$ cat src/hw/rtl/paged_framebuffer_dirty_flush_unit_assert.svh
// Assertion macros for the paged frame buffer flush unit.
`ifndef PAGED_FRAMEBUFFER_DIRTY_FLUSH_UNIT_ASSERT_SVH
`define PAGED_FRAMEBUFFER_DIRTY_FLUSH_UNIT_ASSERT_SVH
`ifndef SYNTHESIS
`define PFDF_ASSERT_IMPL(label, clk, rst_n, ante, cons) \
	label: assert property (@(posedge clk) disable iff (!(rst_n)) (ante) |-> (cons)) \
		else $error("pfdf implication check failed");
`define PFDF_ASSERT_NEXT(label, clk, rst_n, ante, cons) \
	label: assert property (@(posedge clk) disable iff (!(rst_n)) (ante) |=> (cons)) \
		else $error("pfdf next-cycle check failed");
`else
`define PFDF_ASSERT_IMPL(label, clk, rst_n, ante, cons)
`define PFDF_ASSERT_NEXT(label, clk, rst_n, ante, cons)
`endif
`endif

$ cat src/hw/rtl/pfdf_pkg.sv
// Shared types and constants of the paged frame buffer flush unit.
package pfdf_pkg;

	typedef struct packed {
		logic       req_type;
		logic [7:0] pixel_x;
		logic [7:0] pixel_y;
		logic       clear_pixel;
	} req_word_t;

	typedef struct packed {
		logic [7:0] out_byte;
		logic       is_command;
		logic       byte_valid;
		logic       sweep_done;
	} rsp_word_t;

	// Result of the dirty-page search.
	typedef struct packed {
		logic       found;
		logic [3:0] page;
		logic [7:0] first_col;
		logic [7:0] last_col;
	} scan_res_t;

	localparam logic REQ_PIXEL = 1'b0;
	localparam logic REQ_PULL  = 1'b1;

	localparam logic [1:0] PH_IDLE = 2'd0;
	localparam logic [1:0] PH_CMD1 = 2'd1;
	localparam logic [1:0] PH_CMD2 = 2'd2;
	localparam logic [1:0] PH_DATA = 2'd3;

	localparam logic [7:0] CLEAN_MARK  = 8'hFF;
	localparam logic [7:0] CMD_COL_HI  = 8'h10;
	localparam logic [7:0] CMD_PAGE    = 8'hB0;
	localparam logic [3:0] NIBBLE_MASK = 4'hF;
	localparam logic [6:0] COL_OFFSET_RESET = 7'd2;

endpackage

$ cat src/hw/rtl/pfdf_page_scan.sv
// Dirty test and priority search for the next dirty page of the sweep.
module pfdf_page_scan #(
	parameter int COLUMNS = 128,
	parameter int PAGES   = 8
) (
	input  logic [PAGES-1:0][7:0] dirty_first,
	input  logic [PAGES-1:0][7:0] dirty_last,
	input  logic [3:0]            sweep_page,
	output pfdf_pkg::scan_res_t   res
);
	import pfdf_pkg::*;

	logic [PAGES-1:0] cand;

	always_comb begin
		for (int p = 0; p < PAGES; p++) begin
			cand[p] = (dirty_first[p] < 8'(COLUMNS)) && (dirty_last[p] < 8'(COLUMNS)) &&
				(dirty_first[p] <= dirty_last[p]) && (4'(p) >= sweep_page);
		end
	end

	// Lowest candidate wins: walk downward so the last hit stands.
	always_comb begin
		res = '0;
		for (int p = PAGES - 1; p >= 0; p--) begin
			if (cand[p]) begin
				res.found     = 1'b1;
				res.page      = 4'(p);
				res.first_col = dirty_first[p];
				res.last_col  = dirty_last[p];
			end
		end
	end

endmodule

$ cat config.mk
export PLATFORM = sky130hd
export DESIGN_NAME = pfdf_page_scan
export DESIGN_NICKNAME = d
export VERILOG_FILES = /design/src/hw/rtl/paged_framebuffer_dirty_flush_unit_assert.svh /design/src/hw/rtl/pfdf_pkg.sv /design/src/hw/rtl/pfdf_page_scan.sv
export SDC_FILE = /design/constraint.sdc
export NUM_CORES = 1
export LEC_CHECK = 0
export BUFFER_PORTS_ARGS = -buffer_cell sky130_fd_sc_hd__buf_2
export CAP_MARGIN = 25
export CORE_MARGIN = 5
export CORE_UTILIZATION = 50
export DETAILED_ROUTE_END_ITERATION = 8
export GPL_ROUTABILITY_DRIVEN = 0
export PLACE_DENSITY = 0.81
export SYNTH_ARGS = -nofsm -noshare
export SYNTH_HDL_FRONTEND = slang
export SYNTH_SLANG_ARGS = --single-unit
export TNS_END_PERCENT = 5
$ cat constraint.sdc
create_clock -name vclk -period 4.05
set_input_delay 0.6075 -clock vclk [all_inputs]
set_output_delay 0.6075 -clock vclk [all_outputs]
set_load 0.02 [all_outputs]
Word level (Yosys, flattened, before mapping)
Index checks and enable logic that the tools add are counted.
{"block": "op_classes", "order_cmp": 32, "n_reduce_logical": 24, "muxes": 8}
{"op": "$mux W21", "count": 8}
{"op": "$lt A8 B8 Y1 const B", "count": 16}
{"op": "$le A8 B8 Y1", "count": 8}
{"op": "$logic_and A1 B1 Y1", "count": 24}
{"op": "$ge A3 B4 Y1 const A", "count": 4}
{"op": "$ge A1 B4 Y1 const A", "count": 2}
{"op": "$ge A2 B4 Y1 const A", "count": 2}
{"block": "totals", "regBits": 0, "inputBits": 132}

Longest topological paths before layout
{"block": "logic_depth", "ltp_word": 12, "mapped_depth": 12}

Least setup slack after synthesis
No wires, ideal clock.
{"block": "synth_timing", "path_type": "input-to-output", "start": "input dirty_first[23] in the netlist's numbering", "end": "output res[0] in the netlist's numbering", "cell_stages": 11, "setup_slack_ps": 410, "path_buffers": 2, "arrival_time_ps": 3032, "cell_sequence": "inv_1 -> ha_1 -> nand4b_1 -> nand2b_1 -> o22a_1 -> buf_2 -> nand2_1 -> and2_1 -> clkbuf_1 -> nand3_1 -> o311ai_0"}
{"element": "start: declaration", "line_no": "pfdf_page_scan.sv:6", "source": "input logic [PAGES-1:0][7:0] dirty_first,"}
{"element": "end: declaration", "line_no": "pfdf_page_scan.sv:9", "source": "output pfdf_pkg::scan_res_t res"}

==> key figures <==
Job
  • Count of maximum capacitance violations: 0

Floorplan
  • Die height: ~90 µm
  • Number of top-level pins: 153
  • Core area: 6350 µm²
  • Starting density of the core: 0.512
  • Number of rows created at floorplan: 29
  • Total die area: just over 8000 µm²
  • Die W: ~91 µm

Logic synthesis
  • Total nets after synthesis: 653
  • Count of unique library cells instantiated by Yosys: 54
  • Summed instance area of the synthesized netlist: about 3200 µm²
  • Sequential-to-total area share from yosys stat: 0
  • Average cell area after synthesis: a little over 7 µm²
  • Synth warn: 0
  • Post-Synthesis Cells: around 450

GRT
  • Largest net degree at the start of global routing: 21
  • Gr usage total: 0.264
  • Initial antenna violation count: 0
  • Remaining global-route overflow: 0
  • First-pass GRT wire length: roughly 18000 µm
  • Vias in the first global route: approximately 4000

Routing
  • Final WL: approximately 12000 µm
  • Average wire length per cell after detail routing: around 17 µm
  • Routed vias: approximately 4000
  • Vias/cell: 6.01
  • Iteration-0 DRC Markers: 236
  • Antenna viol nets, final: 0
  • Drt pass-1 iters: 6
  • Detailed-route DRC error count: 0

Timing
  • Worst-case hold slack: 1.66 ns
  • Setup total negative slack: 0 ns
  • Unrepaired setup endpoints after global routing: false
  • Clock period minus final worst setup slack: about 3.6 ns
  • # setup viols final: 0
  • Number of slew-limit violations in the final report: 0
  • FMAX: 275 MHz
  • Number of hold violations in the final report: 0
  • Max_slew headroom: 0.638
  • Worst-margin pin slew: ~0.54 ns
  • Final period utilization: 0.898

Critical path
  • Max FO, Critical Path: 16
  • Data required, critical path: approximately 3.4 ns
  • Start-to-end type of the worst setup path: input port to output port
  • Critical Path Start Type: input port
  • Kind of capture point of the worst setup path: output port
  • Data arrival time of the critical path: about 3 ns

Worst hold path
  • Worst hold-check path type: input port to output port

CTS
  • Resized cells post-CTS: 0
  • Number of setup buffers added after CTS: 0
  • Hold-fix buffer count after cts: 0

Final layout
  • Final-layout fill cell count: 565
  • Count of flip-flops and latches: 0
  • Final Instance Area: 4070 µm²
  • Antenna fix cells: 0
  • Fraction of layout instances using a drive strength above 1: 0.308
  • Post-Route Utilization: 0.642
  • Flip-flop and latch area: 0 µm²
  • Clock buffer count in the final layout: 0
  • Final layout net count: roughly 800
  • Area growth from synthesis to final layout: 25.4%

Placed design
  • Port bufs: 152
  • Half-perimeter wire length after detailed placement: between 10000 and 15000 µm
  • Placed Instance Area: 4070 µm²

Power and ir drop
  • PnR Total Power: roughly 430 µW
  • Worst IR Drop VDD: 0.0607 mV
  • Cell leakage power: around 2.5 nW
  • Total power per unit cell area: approximately 100 nW/µm²

Outcome
  • Outcome: complete, no violations
layer usage:
| layer | vias to the layer above | share of wire | GRT usage |
|---|---|---|---|
| met1 | 1818 | 0.40 | 0.319 |
| met2 | 219 | 0.48 | 0.474 |
| met5 | - | 0 | 0 |
| met4 | 0 | 0.029 | 0.0682 |
| li1 | 1944 | - | - |
| met3 | 31 | 0.094 | 0.0483 |
worst paths after layout:
check / start / to / slack (ns) / depth (start not counted)
worst max-delay path: dirty_first[35] / res[7] / 0.41 / 11
worst min-delay path: dirty_first[5] / res[13] / 1.66 / 4
synth_stat cells, drive strengths merged, types with 2 or more instances:
library cell	instances	area share
a211oi	6	0.014
a21o	9	0.021
a21oi	19	0.030
a221o	9	0.028
a221oi	10	0.027
a22o	15	0.040
a311o	8	0.025
a31oi	2	0.0058
and2	5	0.010
and3	13	0.025
and4b	2	0.0062
buf	13	0.028
clkbuf	9	0.012
ha	72	0.28
inv	89	0.10
mux2	8	0.028
mux2i	22	0.068
nand2	18	0.021
nand2b	3	0.0058
nand3	30	0.046
nand3b	3	0.0069
nand4	7	0.013
nand4b	6	0.016
nor2	17	0.020
nor2b	7	0.013
nor3	6	0.011
nor4	8	0.017
o211ai	6	0.014
o21ai	2	0.0031
o311ai	9	0.024
or3	3	0.0058
metrics by stage:
step | setup slack (ns) | instances
global placement | 0.519 | 668
finish | 0.414 | 668
CTS | 0.456 | 668
floorplan | 0.410 | 449
global route | 0.225 | 668
detailed placement | 0.469 | 668
power breakdown:
| group | internal, mW | switching, mW |
|---|---|---|
| sequential | 0 | 0 |
| combinational | 0.185 | 0.241 |
| clock | 0 | 0 |
cells in the final DEF, fill, tap and decap left out, types with 2 or more instances in the layout:
cell / n
a22o_1: 15
nor2b_1: 7
nand2_1: 18
a21oi_1: 18
and4b_1: 2
nand4b_1: 6
nand2b_1: 3
a211oi_1: 6
a21o_1: 9
o311ai_0: 7
nor2_1: 17
or3_1: 3
mux2_2: 8
nand4_1: 7
and3_1: 12
and2_1: 4
ha_1: 72
a311o_1: 8
o211ai_1: 6
buf_2: 152
nor4_1: 7
o21ai_0: 2
mux2i_1: 22
buf_4: 12
a221oi_1: 10
o311ai_1: 2
nand3b_1: 3
a221o_1: 9
inv_1: 89
nor3_1: 5
nand3_1: 30
critical path: stages:
cell and delay [ns]:
buf_2 0.11, ha_1 0.32, and3_1 0.21, a221oi_1 0.40, o221ai_1 0.28, a31oi_2 0.20, buf_4 0.23, a22o_1 0.20
and3_2 0.18, a311o_1 0.12, buf_2 0.17
cell families (layout without fill, tap and decap cells):
kind of cell             after synthesis  after routing  synth area share
buffers and inverters                111            253             0.142
AND/OR/NAND/NOR                      131            131             0.225
other                                  1              1           0.00115
adder cells (fa/ha/maj)               72             72             0.277
AO/OA/AOI/OAI                        104            104             0.258
multiplexers                          30             30            0.0955
area by class of cell:
class,instances,area (µm²),area share
well taps,77,96.3,0.0236
repair buffers,164,851,0.209
inverters,89,334,0.0820
multi-input cells,338,2790,0.686
Power figures use the tool's default switching activity.
